===== src/rtl/qpe_pkg.sv =====
// Shared types, character constants and helpers for the quoted-printable encoder.
`default_nettype none
package qpe_pkg;
	localparam logic [7:0] CHAR_PRINT_LO = 8'd33;   // '!'
	localparam logic [7:0] CHAR_PRINT_HI = 8'd126;  // '~'
	localparam logic [7:0] CHAR_EQ       = 8'h3D;   // '='
	localparam logic [7:0] CHAR_CR       = 8'h0D;
	localparam logic [7:0] CHAR_LF       = 8'h0A;
	localparam logic [9:0] BREAK_MARGIN  = 10'd3;
	localparam logic [7:0] MAX_LEN_RESET = 8'd78;

	// One classified byte handed from the front part to the back part.
	typedef struct packed {
		logic [7:0] data;
		logic       esc;  // emit as '=' and two hex digits
		logic       brk;  // append soft break '=', CR, LF
	} qpe_cmd_t;

	function automatic logic [7:0] hex_char(input logic [3:0] nib);
		logic [7:0] c;
		if (nib < 4'd10) begin
			c = 8'h30 + {4'd0, nib};
		end else begin
			c = 8'h37 + {4'd0, nib};
		end
		return c;
	endfunction
endpackage
`default_nettype wire


===== src/rtl/qpe_front.sv =====
// Front part: accept raw bytes, classify them and track the line length.
`default_nettype none
module qpe_front
	import qpe_pkg::*;
(
	input  wire logic       clk,
	input  wire logic       arst_n,
	input  wire logic [7:0] max_len,
	input  wire logic       s_axis_tvalid,
	output logic            s_axis_tready,
	input  wire logic [7:0] s_axis_tdata,   // [7:0] data_byte
	input  wire logic       s_axis_tlast,   // last_in_message
	input  wire logic       push_ready,
	output logic            push_valid,
	output qpe_cmd_t        push_cmd
);
	logic [7:0] line_count_q;
	logic       esc;
	logic [8:0] sum;
	logic       brk;

	assign esc = !(s_axis_tdata >= CHAR_PRINT_LO && s_axis_tdata <= CHAR_PRINT_HI &&
		s_axis_tdata != CHAR_EQ);
	assign sum = {1'b0, line_count_q} + (esc ? 9'd3 : 9'd1);
	// count >= max_len - 3, kept unsigned by moving the margin to the left side
	assign brk = ({1'b0, sum} + BREAK_MARGIN) >= {2'b00, max_len};

	assign s_axis_tready = push_ready;
	assign push_valid    = s_axis_tvalid;
	assign push_cmd      = '{data: s_axis_tdata, esc: esc, brk: brk};

	always_ff @(posedge clk or negedge arst_n) begin
		if (!arst_n) begin
			line_count_q <= '0;
		end else if (s_axis_tvalid && push_ready) begin
			if (brk || s_axis_tlast) begin
				line_count_q <= '0;
			end else begin
				line_count_q <= sum[7:0];
			end
		end
	end
endmodule
`default_nettype wire


===== src/rtl/qpe_queue.sv =====
// Short first-word-fall-through queue between the front and back parts.
`default_nettype none
module qpe_queue
	import qpe_pkg::*;
#(
	parameter int DEPTH = 4
) (
	input  wire logic     clk,
	input  wire logic     arst_n,
	input  wire logic     push_valid,
	output logic          push_ready,
	input  wire qpe_cmd_t push_cmd,
	output logic          pop_valid,
	input  wire logic     pop,
	output qpe_cmd_t      pop_cmd
);
	localparam int PW = (DEPTH > 1) ? $clog2(DEPTH) : 1;
	localparam int CW = $clog2(DEPTH + 1);
	localparam logic [PW-1:0] LAST_PTR = PW'(DEPTH - 1);
	localparam logic [CW-1:0] FULL_CNT = CW'(DEPTH);

	qpe_cmd_t      mem_q [DEPTH];
	logic [PW-1:0] wr_ptr_q;
	logic [PW-1:0] rd_ptr_q;
	logic [CW-1:0] cnt_q;
	logic          do_push;
	logic          do_pop;

	assign push_ready = cnt_q != FULL_CNT;
	assign pop_valid  = cnt_q != '0;
	assign pop_cmd    = mem_q[rd_ptr_q];
	assign do_push    = push_valid && push_ready;
	assign do_pop     = pop && pop_valid;

	always_ff @(posedge clk) begin
		if (do_push) begin
			mem_q[wr_ptr_q] <= push_cmd;
		end
	end

	always_ff @(posedge clk or negedge arst_n) begin
		if (!arst_n) begin
			wr_ptr_q <= '0;
			rd_ptr_q <= '0;
			cnt_q    <= '0;
		end else begin
			if (do_push) begin
				wr_ptr_q <= (wr_ptr_q == LAST_PTR) ? '0 : wr_ptr_q + 1'b1;
			end
			if (do_pop) begin
				rd_ptr_q <= (rd_ptr_q == LAST_PTR) ? '0 : rd_ptr_q + 1'b1;
			end
			if (do_push && !do_pop) begin
				cnt_q <= cnt_q + 1'b1;
			end else if (do_pop && !do_push) begin
				cnt_q <= cnt_q - 1'b1;
			end
		end
	end
endmodule
`default_nettype wire


===== src/rtl/qpe_back.sv =====
// Back part: expand each classified byte into output characters, one per cycle unless the output is stalled.
`default_nettype none
module qpe_back
	import qpe_pkg::*;
(
	input  wire logic     clk,
	input  wire logic     arst_n,
	input  wire logic     cmd_valid,
	input  wire qpe_cmd_t cmd,
	output logic          cmd_pop,
	output logic          m_axis_tvalid,
	input  wire logic     m_axis_tready,
	output logic [7:0]    m_axis_tdata,   // [7:0] out_char
	output logic          m_axis_tlast    // last_of_run
);
	logic [2:0] step_q;
	logic [2:0] base;
	logic [2:0] total;
	logic [2:0] brk_pos;
	logic [7:0] chr;
	logic       is_last;
	logic       load;
	logic [7:0] tdata_q;
	logic       tlast_q;
	logic       tvalid_q;

	assign base    = cmd.esc ? 3'd3 : 3'd1;
	assign total   = base + (cmd.brk ? 3'd3 : 3'd0);
	assign brk_pos = step_q - base;
	assign is_last = step_q == (total - 3'd1);
	assign load    = cmd_valid && (!tvalid_q || m_axis_tready);
	assign cmd_pop = load && is_last;

	always_comb begin
		chr = CHAR_EQ;
		if (step_q < base) begin
			if (!cmd.esc) begin
				chr = cmd.data;
			end else begin
				case (step_q[1:0])
					2'd1:    chr = hex_char(cmd.data[7:4]);
					2'd2:    chr = hex_char(cmd.data[3:0]);
					default: chr = CHAR_EQ;
				endcase
			end
		end else begin
			case (brk_pos[1:0])
				2'd1:    chr = CHAR_CR;
				2'd2:    chr = CHAR_LF;
				default: chr = CHAR_EQ;
			endcase
		end
	end

	always_ff @(posedge clk) begin
		if (load) begin
			tdata_q <= chr;
			tlast_q <= is_last;
		end
	end

	always_ff @(posedge clk or negedge arst_n) begin
		if (!arst_n) begin
			tvalid_q <= 1'b0;
			step_q   <= '0;
		end else begin
			if (load) begin
				tvalid_q <= 1'b1;
				step_q   <= is_last ? 3'd0 : step_q + 3'd1;
			end else if (m_axis_tready) begin
				// drop the word once taken
				tvalid_q <= 1'b0;
			end
		end
	end

	assign m_axis_tvalid = tvalid_q;
	assign m_axis_tdata  = tdata_q;
	assign m_axis_tlast  = tlast_q;
endmodule
`default_nettype wire


===== src/rtl/quoted_printable_encoder.sv =====
// Quoted-printable encoder: front classifier, command queue, character generator.
// Each byte passes through the queue, and its characters through the back part's output register.
// Output: one character per cycle from the output register while m_axis_tready is high; a byte
// expands to 1 to 6 characters (1 or 3 for the byte, plus 3 for a soft break) in the back part.
// The queue lets bytes be accepted while earlier ones are still being expanded.
// Reset clears the line count, queue and output valid; max_line_length returns to 78.
`default_nettype none
module quoted_printable_encoder
	import qpe_pkg::*;
#(
	parameter int QUEUE_DEPTH = 4
) (
	input  wire logic       clk,
	input  wire logic       arst_n,
	input  wire logic       cfg_valid,
	output logic            cfg_ready,
	input  wire logic [7:0] cfg_data,       // max_line_length
	input  wire logic       s_axis_tvalid,
	output logic            s_axis_tready,
	input  wire logic [7:0] s_axis_tdata,   // [7:0] data_byte
	input  wire logic       s_axis_tlast,   // last_in_message
	output logic            m_axis_tvalid,
	input  wire logic       m_axis_tready,
	output logic [7:0]      m_axis_tdata,   // [7:0] out_char
	output logic            m_axis_tlast    // last_of_run
);
	logic [7:0] max_len_q;
	logic       push_valid;
	logic       push_ready;
	qpe_cmd_t   push_cmd;
	logic       pop_valid;
	logic       pop;
	qpe_cmd_t   pop_cmd;

	assign cfg_ready = 1'b1;

	always_ff @(posedge clk or negedge arst_n) begin
		if (!arst_n) begin
			max_len_q <= MAX_LEN_RESET;
		end else if (cfg_valid) begin
			max_len_q <= cfg_data;
		end
	end

	qpe_front u_front (
		.clk           (clk),
		.arst_n        (arst_n),
		.max_len       (max_len_q),
		.s_axis_tvalid (s_axis_tvalid),
		.s_axis_tready (s_axis_tready),
		.s_axis_tdata  (s_axis_tdata),
		.s_axis_tlast  (s_axis_tlast),
		.push_ready    (push_ready),
		.push_valid    (push_valid),
		.push_cmd      (push_cmd)
	);

	qpe_queue #(
		.DEPTH (QUEUE_DEPTH)
	) u_queue (
		.clk        (clk),
		.arst_n     (arst_n),
		.push_valid (push_valid),
		.push_ready (push_ready),
		.push_cmd   (push_cmd),
		.pop_valid  (pop_valid),
		.pop        (pop),
		.pop_cmd    (pop_cmd)
	);

	qpe_back u_back (
		.clk           (clk),
		.arst_n        (arst_n),
		.cmd_valid     (pop_valid),
		.cmd           (pop_cmd),
		.cmd_pop       (pop),
		.m_axis_tvalid (m_axis_tvalid),
		.m_axis_tready (m_axis_tready),
		.m_axis_tdata  (m_axis_tdata),
		.m_axis_tlast  (m_axis_tlast)
	);
endmodule
`default_nettype wire

===== config.mk =====
export PLATFORM = sky130hd
export DESIGN_NAME = quoted_printable_encoder
export DESIGN_NICKNAME = d
export VERILOG_FILES = /design/src/rtl/qpe_pkg.sv /design/src/rtl/qpe_front.sv /design/src/rtl/qpe_queue.sv /design/src/rtl/qpe_back.sv /design/src/rtl/quoted_printable_encoder.sv
export SDC_FILE = /design/constraint.sdc
export NUM_CORES = 1
export LEC_CHECK = 0
export BUFFER_PORTS_ARGS = -buffer_cell sky130_fd_sc_hd__buf_2
export CORE_MARGIN = 2
export CORE_UTILIZATION = 60
export DETAILED_ROUTE_END_ITERATION = 12
export GPL_TIMING_DRIVEN = 1
export PLACE_DENSITY = 0.91
export SLEW_MARGIN = 30
export SYNTH_ARGS = -nofsm -noshare
export SYNTH_HDL_FRONTEND = slang
export SYNTH_SLANG_ARGS = --single-unit

===== constraint.sdc =====
create_clock -name clk -period 4 [get_ports clk]
set_clock_uncertainty 0.1 [all_clocks]
set_input_delay 0.6 -clock clk [delete_from_list [all_inputs] [get_ports clk]]
set_output_delay 0.6 -clock clk [all_outputs]
set_load 0.01 [all_outputs]

==> Word level (Yosys, flattened, before mapping) <==
Memory sizes are Yosys's and may differ from the RTL's.
Cells that the tools add are included.
{ "word_totals": {"regBits": 36, "ramBits": 40, "input_bits": 22, "out_inout_bits": 12, "elab_cells": 75, "memories": 1} }
{ "classes": {"n_addsub": 14, "n_lt_le_gt_ge": 6, "eq_ne": 9, "n_mux": 19, "n_reduce_logical": 17} }
{ "mem_list": {"columns": ["memory", "words", "word_bits", "read_ports", "rd_clocked_by_memory_dff", "write_ports", "line", "source"], "rows": [
  ["u_queue.mem_q", 4, 10, 1, 0, 1, "qpe_queue.sv:22", "qpe_cmd_t mem_q [DEPTH];"]
]} }
{ "op_table": {"columns": ["cell", "n"], "rows": [
  ["2-to-1 mux 8 bit", 5],
  ["adder 6 x 4 -> 7 bit (first input constant)", 4],
  ["one-hot mux 8 bit (2 select lines)", 1],
  ["one-hot mux 6 bit (2 select lines)", 1],
  ["adder 9 x 2 -> 10 bit (second input constant)", 1],
  [">= comparator 10 x 8 -> 1 bit", 1],
  ["2-to-1 mux 2 bit", 5],
  ["adder 8 x 9 -> 9 bit", 1],
  ["2-to-1 mux 3 bit", 3],
  ["== test 2 bit (second input constant)", 4],
  [">= comparator 8 x 6 -> 1 bit (second input constant)", 1],
  ["less-or-equal comparator 8 x 7 -> 1 bit (second input constant)", 1],
  ["logical AND 1 bit", 8],
  ["< comparator 4 bit (second input constant)", 2],
  ["inequality test 8 x 6 -> 1 bit (second input constant)", 1],
  ["adder 3 x 1 -> 3 bit (second input constant)", 2],
  ["subtractor 3 x 1 -> 3 bit (second input constant)", 2],
  ["adder 2 x 1 -> 2 bit (second input constant)", 2],
  ["== test 2 x 1 -> 1 bit (second input constant)", 2],
  ["zero test 1 bit", 4],
  ["2-to-1 mux 1 bit", 4],
  ["nonzero test 2 bit", 2],
  ["adder 3 bit", 1],
  ["== test 3 bit", 1],
  ["5 further kinds", 6]
]} }

==> Longest topological paths before layout <==
Gate-level depths: netlist of run 1.
An unclocked memory read counts as a cell.
{ "logic_depth": {"depth_word": 10, "depth_mapped": 19, "depth_no_buf": 19} }

==> By module <==
From an unflattened synthesis of run 1, not the netlist that was laid out.
{ "unflattened": {"cells_unflattened": 351, "hier_area_um2": 4316.6} }
{ "modules_own_cells": {"columns": ["mod", "n_inst", "cells_per_inst", "area_per_inst_um2", "seq_area_each_um2"], "rows": [
  ["qpe_queue", 1, 88, 1879.3, 1376.3],
  ["qpe_front", 1, 143, 1154.9, 200.2],
  ["qpe_back", 1, 101, 934.6, 370.4],
  ["quoted_printable_encoder", 1, 19, 347.8, 205.2]
]} }

==> Least setup slack after synthesis of run 1 <==
OpenSTA, ideal clock, no wires.
{ "synth_path": {"path_kind": "input to register", "start": "in s_axis_tdata[0]", "end": "reg u_front.line_count_q[1]", "setup_ns": 0.096, "arrival_time_ns": 4.218, "t_required_ns": 3.804, "slack_ns": -0.414, "stages": 18, "n_path_buf": 0, "cell_sequence": "nor4_1 -> nor2_1 -> o21a_1 -> o21ai_0 -> inv_1 -> fa_1 -> nand3b_1 -> xor2_1 -> nor3_1 -> o211ai_1 -> xnor2_1 -> ha_1 -> a21oi_1 -> o21ai_0 -> a31oi_1 -> o31a_1 -> nand3b_1 -> o31ai_1"} }
{ "synth_between": {"elab_chain_cells": 9, "word_cells_on_any_way": 11, "classes_between": "add/sub (2); order compare (3); eq/ne (1); mux (2); reduce/logical (3)"} }
{ "synth_lines": {"columns": ["element", "line", "source"], "rows": [
  ["start: declaration", "quoted_printable_encoder.sv:20", "input wire logic [7:0] s_axis_tdata,"],
  [">= comparator 8 x 6 -> 1 bit / less-or-equal comparator 8 x 7 -> 1 bit (equally long branches)", "qpe_front.sv:22", "assign esc = !(s_axis_tdata >= CHAR_PRINT_LO && s_axis_tdata <= CHAR_PRINT_HI &&"],
  ["logical AND 1 bit", "qpe_front.sv:22", null],
  ["logical AND 1 bit (*)", "qpe_front.sv:22", null],
  ["2-to-1 mux 2 bit (*)", "qpe_front.sv:24", "assign sum = {1'b0, line_count_q} + (esc ? 9'd3 : 9'd1);"],
  ["adder 8 x 9 -> 9 bit (*)", "qpe_front.sv:24", null],
  ["adder 9 x 2 -> 10 bit", "qpe_front.sv:26", "assign brk = ({1'b0, sum} + BREAK_MARGIN) >= {2'b00, max_len};"],
  [">= comparator 10 x 8 -> 1 bit", "qpe_front.sv:26", null],
  ["logical OR 1 bit", "qpe_front.sv:36", "if (brk || s_axis_tlast) begin"],
  ["2-to-1 mux 8 bit (*)", "qpe_front.sv:36", null],
  ["end signal: assignment", "qpe_front.sv:39", "line_count_q <= sum[7:0];"],
  ["end: declaration", "qpe_front.sv:17", "logic [7:0] line_count_q;"]
]} }
Mark *: on every way between the ends. The rest lies on a longest branch, timed or not.
A chain may end at the register's enable or synchronous reset.

==> Final worst setup path of run 1 <==
{ "layout_path": {"start": "in s_axis_tdata[0]", "end": "reg u_front.line_count_q[3]"} }
Same word-level chain as after synthesis.

==> results of run 1 <==
worst max-delay path, cell delays in order:
cell and delay [ns]:
buf_8 0.10, nor4_4 0.27, nor2_2 0.07, o21a_1 0.18, o21ai_2 0.15, inv_1 0.07, fa_2 0.37, nand3b_1 0.27
xor2_2 0.21, nor3_2 0.17, o211ai_1 0.15, xnor2_1 0.17, ha_1 0.33, a21oi_2 0.15, o21ai_1 0.08, a31oi_1 0.18
o31a_1 0.23, nand3b_1 0.21, o31ai_1 0.28
sequential cells by signal, summed over array words and instances, names as in the netlist, 2 cells and up:
name                  flops
max_len_q                 8
u_back.m_axis_tdata       8
u_front.line_count_q      8
u_queue.rd_ptr_q          2
u_queue.wr_ptr_q          2
u_back.step_q             3
u_queue.cnt_q             3
u_queue.mem_q            40
synth_stat cells (all sizes together) (2+ instances only):
library cell | instances | area (um2)
clkbuf | 3 | 11.3
o21ai | 25 | 136
o31a | 2 | 17.5
a21o | 4 | 30.0
nor4 | 3 | 18.8
and3 | 5 | 32.5
buf | 5 | 32.5
a31oi | 2 | 12.5
nand3 | 4 | 20.0
fa | 2 | 40.0
o31ai | 5 | 37.5
o22ai | 2 | 12.5
nor2 | 22 | 82.6
mux2 | 5 | 56.3
a21oi | 11 | 55.1
ha | 25 | 313
or3 | 2 | 12.5
edfxtp | 49 | 1470
a211oi | 4 | 30.0
nand2b | 2 | 12.5
nand3b | 3 | 22.5
dfstp | 4 | 105
a221oi | 3 | 32.5
inv | 25 | 93.8
nand2 | 38 | 145
xnor2 | 11 | 96.3
xor2 | 8 | 70.1
mux4 | 10 | 233
clkinv | 2 | 7.51
nor3 | 8 | 51.3
nand4 | 4 | 25.0
o211ai | 4 | 30.0
o21a | 2 | 15.0
dfrtp | 23 | 576
logic make-up after synthesis:
kind of cell             after synthesis  share of synthesized area
buffers and inverters                 35                     0.0361
AND/OR/NAND/NOR                       96                      0.115
adder cells (fa/ha/maj)               27                     0.0879
multiplexers                          15                     0.0720
other                                  1                   0.000934
XOR/XNOR                              19                     0.0414
flip-flops                            76                      0.536
AO/OA/AOI/OAI                         68                      0.111
worst min-delay path by stage:
stage | startpoint | to | slack (ns) | depth (start not counted)
2_1_floorplan | arst_n | max_len_q[0] | 0.20 | 0
3_3_place_gp | u_back.m_axis_tvalid | u_back.m_axis_tvalid | 0.37 | 2
3_5_place_dp | u_back.m_axis_tvalid | u_back.m_axis_tvalid | 0.38 | 2
4_1_cts | arst_n | u_queue.wr_ptr_q[1] | 0.18 | 1
5_1_grt | arst_n | u_front.line_count_q[6] | 0.21 | 1
6_report | arst_n | max_len_q[4] | 0.15 | 1
per-layer routing:
layer  track usage  vias up  share of wire
li1              -     1350              -
met1         0.339     1451           0.42
met2         0.409      150           0.49
met3        0.0395       27          0.064
met4         0.120        0          0.029
met5             0        -              0
power groups by stage:
stage | clock network (mW) | logic, mW | registers (mW)
2_1_floorplan | 0 | 1.24 | 1.25
3_3_place_gp | 0 | 1.64 | 1.26
3_5_place_dp | 0 | 1.72 | 1.28
4_1_cts | 0.662 | 1.78 | 1.27
5_1_grt | 0.692 | 1.99 | 1.29
6_report | 0.664 | 1.82 | 1.27
cell type report:
class	instances	area (um2)
clock buffers	10	128
clock inverters	6	95.1
fillers	384	1710
inverters	27	101
multi-input cells	226	1770
flip-flops and latches	76	2150
well taps	77	96.3
repair buffers	57	368
stage by stage:
stage,TNS (ns),cells,hold slack [ns]
CTS,0,477,0.180
finish,-0.259,479,0.149
global placement,-1.24,460,0.367
floorplan,-0.162,337,0.204
detailed placement,-3.06,460,0.377
global route,-2.17,479,0.209
timing repair:
action,4_1_cts,5_1_grt
gates resized for setup,0,8
endpoints found under the setup margin,2,12
pin swaps,1,6
setup buffers,1,2
==> key figures, run 1 <==
Clock network
  • Clk sinks: 76
  • H-tree Lvls: 3
  • Hold buffer count at CTS: 0
  • Root Buffer: clkbuf_8
  • Clock Tree Buf Depth: 2
  • CTS tree: done
  • Clock Pin Slew Worst Setup and Hold Paths: 0.09 ns
  • Latest clock arrival within the worst-skew pair: 0.36 ns
  • Inserted Clock Buffers: 9

Finish
  • # diodes: 0
  • Util after Layout: 0.733
  • Most frequent cells in the layout: edfxtp_1 (49), nand2_1 (37), buf_2 (30)
  • Most common cell after layout, fill and taps aside: edfxtp_1
  • Design Area, Final: 4710 um2
  • Share of post-route cells with drive strength above 1: 0.256
  • Area grow syn2layout: 17.3%
  • Nets: 446

Synthesis
  • Net Count, Synth: 386
  • Cell count after synthesis: 337
  • Distinct cell type count after synthesis: 56
  • Prevailing post-synth register cell: edfxtp_1
  • Synthesis Warnings: 0
  • Syn_area_per_cell: 11.9 um2
  • Synth Register Bits: 76
  • Async S/R FF share, synth: 0.355
  • Mapped Area: 4020 um2
  • Seq/Total Area, Yosys: 0.536
  • Number of synthesized flops with an enable pin: 49

Critical path
  • Reg2Reg Capture Point: u_front.line_count_q[3]
  • Crit path launch: s_axis_tdata[0]
  • Kind of critical path: primary input to flip-flop
  • Depth of the worst register-to-register path: 14
  • Critical path peak fanout: 6
  • Critical Path RT: 4.16 ns
  • Arr. time, crit path: 4.24 ns
  • Worst setup SP type: primary input
  • Crit path to: u_front.line_count_q[3]
  • R2r setup slk: 0.23 ns
  • Reg-to-Reg Start: u_front.line_count_q[0]
  • Worst setup EP type: flip-flop

Floorplanning
  • Starting Density: 0.625
  • I/O Pins: 34
  • Die H: 85.8 um
  • Die W: 85.8 um
  • Core area: 6420 um2
  • Row count: 29
  • Total die area: 7360 um2

Route
  • Final ANT Viol Nets: 0
  • First drt pass iteration count: 11
  • Number of vias per cell: 6.22
  • Total wire length: 8740 um
  • DRC: 4
  • Avg WL per Cell: 18.3 um
  • Vias after detailed routing: 2978
  • Initial DRC count: 244

Timing
  • Worst setup margin: -0.0753 ns
  • Final Hold Viols: 0
  • Minimum clock period: 4.08 ns
  • Final setup viols: 6
  • Slew Limit Fails: 0
  • Max Freq: 245 MHz
  • Max transition margin: 0.496
  • Worst-margin pin slew: 0.748 ns
  • Period utilization: 1.02
  • RSZ-0062 raised after global routing: true

Placed design
  • Post-DP HPWL: 5740 um
  • Buffers on Ports: 32
  • DP Area: 4440 um2
  • Final GP Congestion: 0.928
  • Worst slack, placed: -0.363 ns

Global route
  • Antenna violations before repair: 0
  • Largest net degree at the start of global routing: 28
  • Grt total ovfl: 0
  • First-pass GRT wire length: 14200 um
  • GRT Util Overall: 0.253
  • Vias in the first global route: 2922

Run status
  • Failing checks: DRC, setup timing
  • Status: finished with violations

Power and ir drop
  • Clock power frac: 0.177
  • Pwr Total: 3.76 mW
  • Pwr Density: 797 nW/um2
  • Psw: 1.51 mW
  • Reg power frac: 0.338
  • Leak pwr: 1.92 nW
  • Worst IR Drop VDD: 0.417 mV
  • Int Pwr: 2.25 mW
  • Sw Share: 0.401
  • Logic pwr share: 0.485

Flow run
  • # Max-Cap Violations: 0

Min path
  • Hold Path Class: primary input to async pin
Note: power is estimated with default switching activity, not from simulation.
==> run 2, diff against run 1 <==
CTS_BUF_LIST = sky130_fd_sc_hd__clkbuf_16   (was not set)
==> key figures, run 2 (synthesis results as in run 1) <==
Global route
  • First-pass GRT wire length: 15300 um (+7.8%)
  • GRT busiest layer: met2
  • GRT met2 Usage: 0.452 (+0.0433)
  • Global-route met1 utilization: 0.344 (+0.00525)
  • Largest net degree at the start of global routing: 28 (unchanged)
  • Met3 usage: 0.0606 (+0.0212)
  • Antenna violations before repair: 0 (unchanged)
  • Vias in the first global route: 3043 (+4.1%)
  • GRT Util Overall: 0.278 (+0.0252)
  • Grt total ovfl: 0 (unchanged)

Clock network
  • CTS tree: done
  • Root Buffer: clkbuf_16
  • Clk sinks: 76 (unchanged)
  • Clock Tree Buf Depth: 2 (unchanged)
  • Latest clock arrival within the worst-skew pair: 0.34 ns (-0.02 ns)
  • Hold buffer count at CTS: 0 (unchanged)
  • Clock Pin Slew Worst Setup and Hold Paths: 0.06 ns (-0.03 ns)
  • Inserted Clock Buffers: 9 (unchanged)
  • H-tree Lvls: 3 (unchanged)

Placed design
  • Buffers on Ports: 32 (unchanged)
  • Final GP Congestion: 0.928 (unchanged)
  • Placed Instances: 460 (unchanged)
  • Post-DP HPWL: 5740 um (unchanged)

Timing
  • Minimum clock period: 4.25 ns (+0.175 ns)
  • Max Freq: 235 MHz (-4.1%)
  • Max transition margin: 0.493 (-0.00321)
  • Hold WS: 0.182 ns (+0.0328 ns)
  • Final Hold Viols: 0 (unchanged)
  • Worst setup margin: -0.250 ns (-0.175 ns)
  • Period utilization: 1.06 (+0.0437)
  • Worst-margin pin slew: 0.753 ns (+0.00477 ns)
  • RSZ-0062 raised after global routing: true
  • Final setup viols: 12 (+6)
  • Slew Limit Fails: 0 (unchanged)

Floorplanning
  • Core area: 6420 um2 (unchanged)
  • Starting Density: 0.625 (unchanged)
  • Die H: 85.8 um (unchanged)
  • Die W: 85.8 um (unchanged)
  • I/O Pins: 34 (unchanged)
  • Total die area: 7360 um2 (unchanged)
  • Row count: 29 (unchanged)

Critical path
  • CP delay by family, top: compound AO/OA/AOI/OAI gates
  • Slowest-stage cell, CP: fa_2
  • Reg-to-Reg Start: u_front.line_count_q[0]
  • Worst setup SP type: primary input
  • Kind of critical path: primary input to flip-flop
  • Reg2Reg Capture Point: u_front.line_count_q[0]
  • R2r setup slk: 0.08 ns (-0.15 ns)
  • CP bufs+invs: 3 (+1)
  • Critical Path RT: 4.17 ns (about the same)
  • Critical path peak fanout: 6 (unchanged)
  • Arr. time, crit path: 4.42 ns (+0.18 ns)
  • Levels on crit path: 20 (+1)
  • Most frequent CP cell: o21ai_2
  • Crit path cell chain: buf_8 > nor4_4 > nor2_2 > o21a_1 > o21ai_2 > inv_1 > fa_2 > nand3b_1 > xor2_2 > nor3_2 > o211ai_1 > xnor2_1 > ha_1 > a21oi_2 > o21ai_2 > a31oi_2 > o31a_1 > nand3b_1 > buf_4 > o21ai_2
  • Worst setup EP type: flip-flop
  • Depth of the worst register-to-register path: 15 (+1)
  • Critical Path Max Stage Delay: 0.36 ns (about the same)

Power and ir drop
  • Pwr Density: 831 nW/um2 (+4.2%)
  • Leak pwr: 2.00 nW (+4.4%)
  • Worst IR Drop VDD: 0.474 mV (+14%)

Flow run
  • # Max-Cap Violations: 0 (unchanged)

Route
  • Initial DRC count: 294 (+20%)
  • Vias after detailed routing: 3130 (+5.1%)
  • Final ANT Viol Nets: 0 (unchanged)
  • DRC: 4 (unchanged)
  • First drt pass iteration count: 9 (-2)
  • Number of vias per cell: 6.49 (+4.4%)
  • Total wire length: 9800 um (+12%)
  • Avg WL per Cell: 20.3 um (+11%)

Finish
  • # fillers: 353 (-8.1%)
  • Final non-filler cell total: 482 (+0.63%)
  • Largest register by flop count: u_queue.mem_q
  • Area grow syn2layout: 22.0%
  • Most frequent cells in the layout: edfxtp_1 (49), nand2_1 (37), buf_2 (30)
  • Share of post-route cells with drive strength above 1: 0.291 (+0.0351)
  • Reg area: 2150 um2 (unchanged)
  • Largest register FFs: 40 (unchanged)
  • Most common cell after layout, fill and taps aside: edfxtp_1
  • Nets: 449 (+0.67%)
  • Util after Layout: 0.763 (+0.0296)
  • # diodes: 0 (unchanged)
  • Multi-input combinational cell area: 1830 um2 (+3.5%)

Run status
  • Status: finished with violations
  • Failing checks: DRC, setup timing

Min path
  • Hold Path Class: primary input to async pin
-- run 2: changes by cell type in the layout (fill, tap and decap cells not counted), moves of 2 or more --
cell       before  now
buf_4          24   26
clkbuf_16       0    9
clkbuf_8        9    0
nor3_1          6    4
nor3_2          1    3
o21ai_2         1    3
o31ai_1         5    3
o31ai_2         0    2
-- run 2: how the worst max path moves through the flow --
stage / start / endpoint / slack [ns]
2_1_floorplan: s_axis_tdata[0] / u_front.line_count_q[1] / -0.05
3_3_place_gp: s_axis_tdata[0] / u_front.line_count_q[1] / -0.17
3_5_place_dp: s_axis_tdata[0] / u_front.line_count_q[4] / -0.36
4_1_cts: s_axis_tdata[0] / u_front.line_count_q[1] / -0.08
5_1_grt: s_axis_tdata[0] / u_front.line_count_q[0] / -0.29
6_report: s_axis_tdata[0] / u_front.line_count_q[0] / -0.25
-- run 2: layout make-up --
type	instances	area share
inverter	27	0.0207
timing repair buffer	60	0.0804
tap	77	0.0197
clock inverter	7	0.0202
multi-input combinational	226	0.374
clock buffer	9	0.0460
sequential	76	0.439
-- run 2: per-layer routing --
layer	vias to the layer above	wire (um)
li1	1365	-
met1	1484	3780
met2	221	4650
met3	60	807
met4	0	562
met5	-	0
-- run 2: through the flow --
step / setup TNS (ns) / instance area [um2] / setup WS (ns) / total power, mW
final: -2.32 / 4900 / -0.250 / 4.07
after CTS: -0.129 / 4850 / -0.0753 / 4.00
after global placement: -1.24 / 4440 / -0.175 / 2.90
after detailed placement: -3.06 / 4440 / -0.363 / 3.00
after global routing: -2.91 / 4900 / -0.291 / 4.28
after floorplan: -0.162 / 4060 / -0.0473 / 2.49
-- run 2: repair_timing --
item                                    4_1_cts  5_1_grt
pin swaps                                    14        3
endpoints found under the setup margin       12       12
buffers inserted                              6        2
gates resized for setup                      15        7
-- run 2: where the power goes --
part / switching (mW) / internal [mW]
Sequential: 0.174 / 1.11
Combinational: 1.10 / 0.814
Clock: 0.326 / 0.550
==> run 3, diff against run 2 <==
ABC_AREA = 1   (was not set)
MAX_ROUTING_LAYER = met4   (was not set)
clock period = 4.4 ns   (was 4 ns; I/O delays follow)
==> key figures, run 3 <==
Timing
  • Max Freq: 256 MHz
  • Max transition margin: 0.362 (-0.131)
  • Slew Limit Fails: 0 (unchanged)
  • Setup TNS: 0 ns (+2.32 ns)
  • Worst-margin pin slew: 0.954 ns (+0.200 ns)
  • Final Hold Viols: 0 (unchanged)
  • RSZ-0062 raised after global routing: false
  • Final setup viols: 0 (-12)
  • Minimum clock period: 3.91 ns
  • Period utilization: 0.888

Flow run
  • # Max-Cap Violations: 0 (unchanged)

Critical path
  • CP bufs+invs: 3 (unchanged)
  • CP delay by family, top: simple AND/OR/NAND/NOR gates
  • Critical Path Max Stage Delay: 0.44 ns (+0.08 ns)
  • Arr. time, crit path: 4.07 ns (-0.35 ns)
  • Kind of critical path: primary input to flip-flop
  • Worst setup SP type: primary input
  • Crit path cell chain: buf_2 > nand2_1 > nor3_1 > nand4_1 > and3_1 > fa_1 > xnor2_1 > inv_1 > a21oi_1 > nand3_2 > nor3_2 > xor2_1 > inv_1 > ha_1 > a21oi_1 > a21boi_4 > nand4_4 > o21ai_2
  • Slowest-stage cell, CP: fa_1
  • Worst setup EP type: flip-flop
  • Critical path peak fanout: 8 (+2)
  • Critical Path RT: 4.56 ns (+0.39 ns)

Global route
  • Global-route met1 utilization: 0.317 (-0.0270)
  • Grt total ovfl: 0 (unchanged)
  • First-pass GRT wire length: 14800 um (-3.1%)
  • Largest net degree at the start of global routing: 28 (unchanged)
  • GRT Util Overall: 0.256 (-0.0222)
  • Antenna violations before repair: 0 (unchanged)
  • GRT busiest layer: met2
  • Met3 usage: 0.0452 (-0.0154)
  • GRT met2 Usage: 0.403 (-0.0497)
  • Vias in the first global route: 3256 (+7.0%)

Power and ir drop
  • Leak pwr: 2.28 nW (+14%)
  • Worst IR Drop VDD: 0.335 mV (-29%)
  • Pwr Density: 729 nW/um2 (-12%)
  • Pwr Total: 3.59 mW (-12%)

Finish
  • Largest register FFs: 40 (unchanged)
  • Most common cell after layout, fill and taps aside: nand2_1
  • Multi-input combinational cell area: 1900 um2 (+3.9%)
  • Area grow syn2layout: 12.9%
  • Largest register by flop count: u_queue.mem_q
  • Reg area: 2150 um2 (unchanged)
  • # diodes: 0 (unchanged)
  • Nets: 559 (+24%)
  • Final non-filler cell total: 614 (+27%)
  • Share of post-route cells with drive strength above 1: 0.204 (-0.0875)
  • # fillers: 549 (+56%)
  • Most frequent cells in the layout: nand2_1 (134), inv_1 (61), edfxtp_1 (49)

Route
  • Final ANT Viol Nets: 0 (unchanged)
  • DRC: 0 (-4)
  • Avg WL per Cell: 14.6 um (-28%)
  • First drt pass iteration count: 5 (-4)
  • Initial DRC count: 254 (-14%)
  • Total wire length: 8990 um (-8.2%)
  • Number of vias per cell: 5.43 (-16%)
  • Vias after detailed routing: 3331 (+6.4%)

Clock network
  • H-tree Lvls: 3 (unchanged)
  • Clock Tree Buf Depth: 2 (unchanged)
  • Inserted Clock Buffers: 9 (unchanged)
  • Latest clock arrival within the worst-skew pair: 0.34 ns (about the same)
  • CTS tree: done
  • Root Buffer: clkbuf_16
  • Setup bufs post-CTS: 0 (-6)
  • Hold buffer count at CTS: 0 (unchanged)
  • Clock Pin Slew Worst Setup and Hold Paths: 0.06 ns (about the same)
  • Clk sinks: 76 (unchanged)
  • Cts repair resizes: 0 (-15)

Synthesis
  • Post-synthesis compound-gate area fraction: 0.0652 (-0.0460)
  • Net Count, Synth: 524 (+36%)
  • Syn_area_per_cell: 9.17 um2 (-23%)
  • Most instantiated cells after synthesis: nand2_1 (134), inv_1 (61), edfxtp_1 (49)
  • Seq/Total Area, Yosys: 0.494 (-0.0420)
  • Post-synth top area cell: edfxtp_1
  • Mapped Area: 4360 um2 (+8.5%)
  • Share of the synthesized area in the top cell type: 0.338 (-0.0287)
  • Most common cell in the netlist: nand2_1
  • Prevailing post-synth register cell: edfxtp_1
  • Simple-Gate Fraction of Synth Area: 0.252 (+0.138)
  • Largest family of logic cells by synthesized area: simple AND/OR/NAND/NOR gates
  • Cell count after synthesis: 475 (+41%)
  • XOR/XNOR Fraction of Synth Area: 0.0339 (-0.00755)
  • Post-Synth Adder-Cell Area: 0.0810 (-0.00689)
  • Synthesis Warnings: 0 (unchanged)
  • Async S/R FF share, synth: 0.355 (unchanged)
  • Synth area leaders: edfxtp_1 (34%), dfrtp_1 (13%), nand2_1 (12%)
  • Synth Register Bits: 76 (unchanged)
  • Mux cell area share after synthesis: 0.00258 (-0.0694)
  • Distinct cell type count after synthesis: 43 (-23%)
  • Number of synthesized flops with an enable pin: 49 (unchanged)

Floorplanning
  • Core area: 7140 um2 (+11%)
  • Row count: 31 (+6.9%)
  • Starting Density: 0.611 (-0.0147)
  • Die H: 89.2 um (+4.0%)
  • Total die area: 7960 um2 (+8.1%)
  • Die W: 89.2 um (+4.0%)
  • I/O Pins: 34 (unchanged)

Placed design
  • Post-DP HPWL: 5950 um (+3.6%)
  • Buffers on Ports: 32 (unchanged)
  • Placed Instances: 598 (+30%)
  • Final GP Congestion: 0.879 (-5.3%)

Run status
  • Status: completed

Min path
  • Hold Path Class: primary input to async pin
[run 3: cell count changes after synthesis, moves of 4 or more]
cell,change
xnor2_1,-5
mux4_2,-8
nand2_4,+4
inv_2,+5
nand2_2,+12
o21ai_2,+8
inv_1,+37
nor2_4,+5
o21ai_1,-4
nand3_1,+36
nand2_1,+97
nor3_1,-5
a211oi_1,-4
o31ai_1,-5
[run 3: cell families (layout without fill, tap and decap cells)]
family                     after synthesis  count (layout)
other                                    1               1
and+or+nand+nor                        232             232
AOI/OAI and AO/OA                       44              44
xor gates and xnor gates                16              16
muxes                                    1               1
DFF                                     76              76
buffers and inverters                   78             118
adders and majority gates               27              27
[run 3: final timing paths]
check,to,depth (start not counted),start,slack [ns]
worst max-delay path,u_front.line_count_q[0],18,s_axis_tdata[4],0.49
worst min-delay path,u_queue.cnt_q[1],1,arst_n,0.25
worst max register to register,u_front.line_count_q[0],14,u_front.line_count_q[0],0.83
worst min register to register,max_len_q[1],2,max_len_q[1],0.39
max in group asynchronous,u_front.line_count_q[7],1,arst_n,3.53
min in group clk,max_len_q[1],2,max_len_q[1],0.39
[run 3: routing by layer]
layer  up-vias  part of all wire
met3        24             0.057
met5         -                 0
met2       133              0.51
li1       1613                 -
met1      1561              0.41
met4         0             0.023
[run 3: stage by stage]
stage | cell area (um2) | setup WS (ns) | hold WS, ns | utilization
3_5_place_dp | 4610 | 0.205 | 0.384 | 0.645
5_1_grt | 4920 | 0.147 | 0.307 | 0.689
6_report | 4920 | 0.492 | 0.248 | 0.689
3_3_place_gp | 4610 | 0.447 | 0.381 | 0.645
2_1_floorplan | 4360 | 0.749 | 0.264 | -
4_1_cts | 4910 | 0.494 | 0.273 | 0.689
[run 3: area by class of cell]
class,instances,area share
Clock buffer,9,0.0458
Tap cell,99,0.0252
Sequential cell,76,0.437
Timing Repair Buffer,34,0.0356
Clock inverter,7,0.0170
Multi-Input combinational cell,321,0.387
Inverter,68,0.0519
[run 3: power by group]
group / total, mW / internal (mW) / switching (mW)
combinational: 1.69 / 0.596 / 1.09
sequential: 1.14 / 1.01 / 0.125
clock: 0.764 / 0.449 / 0.315
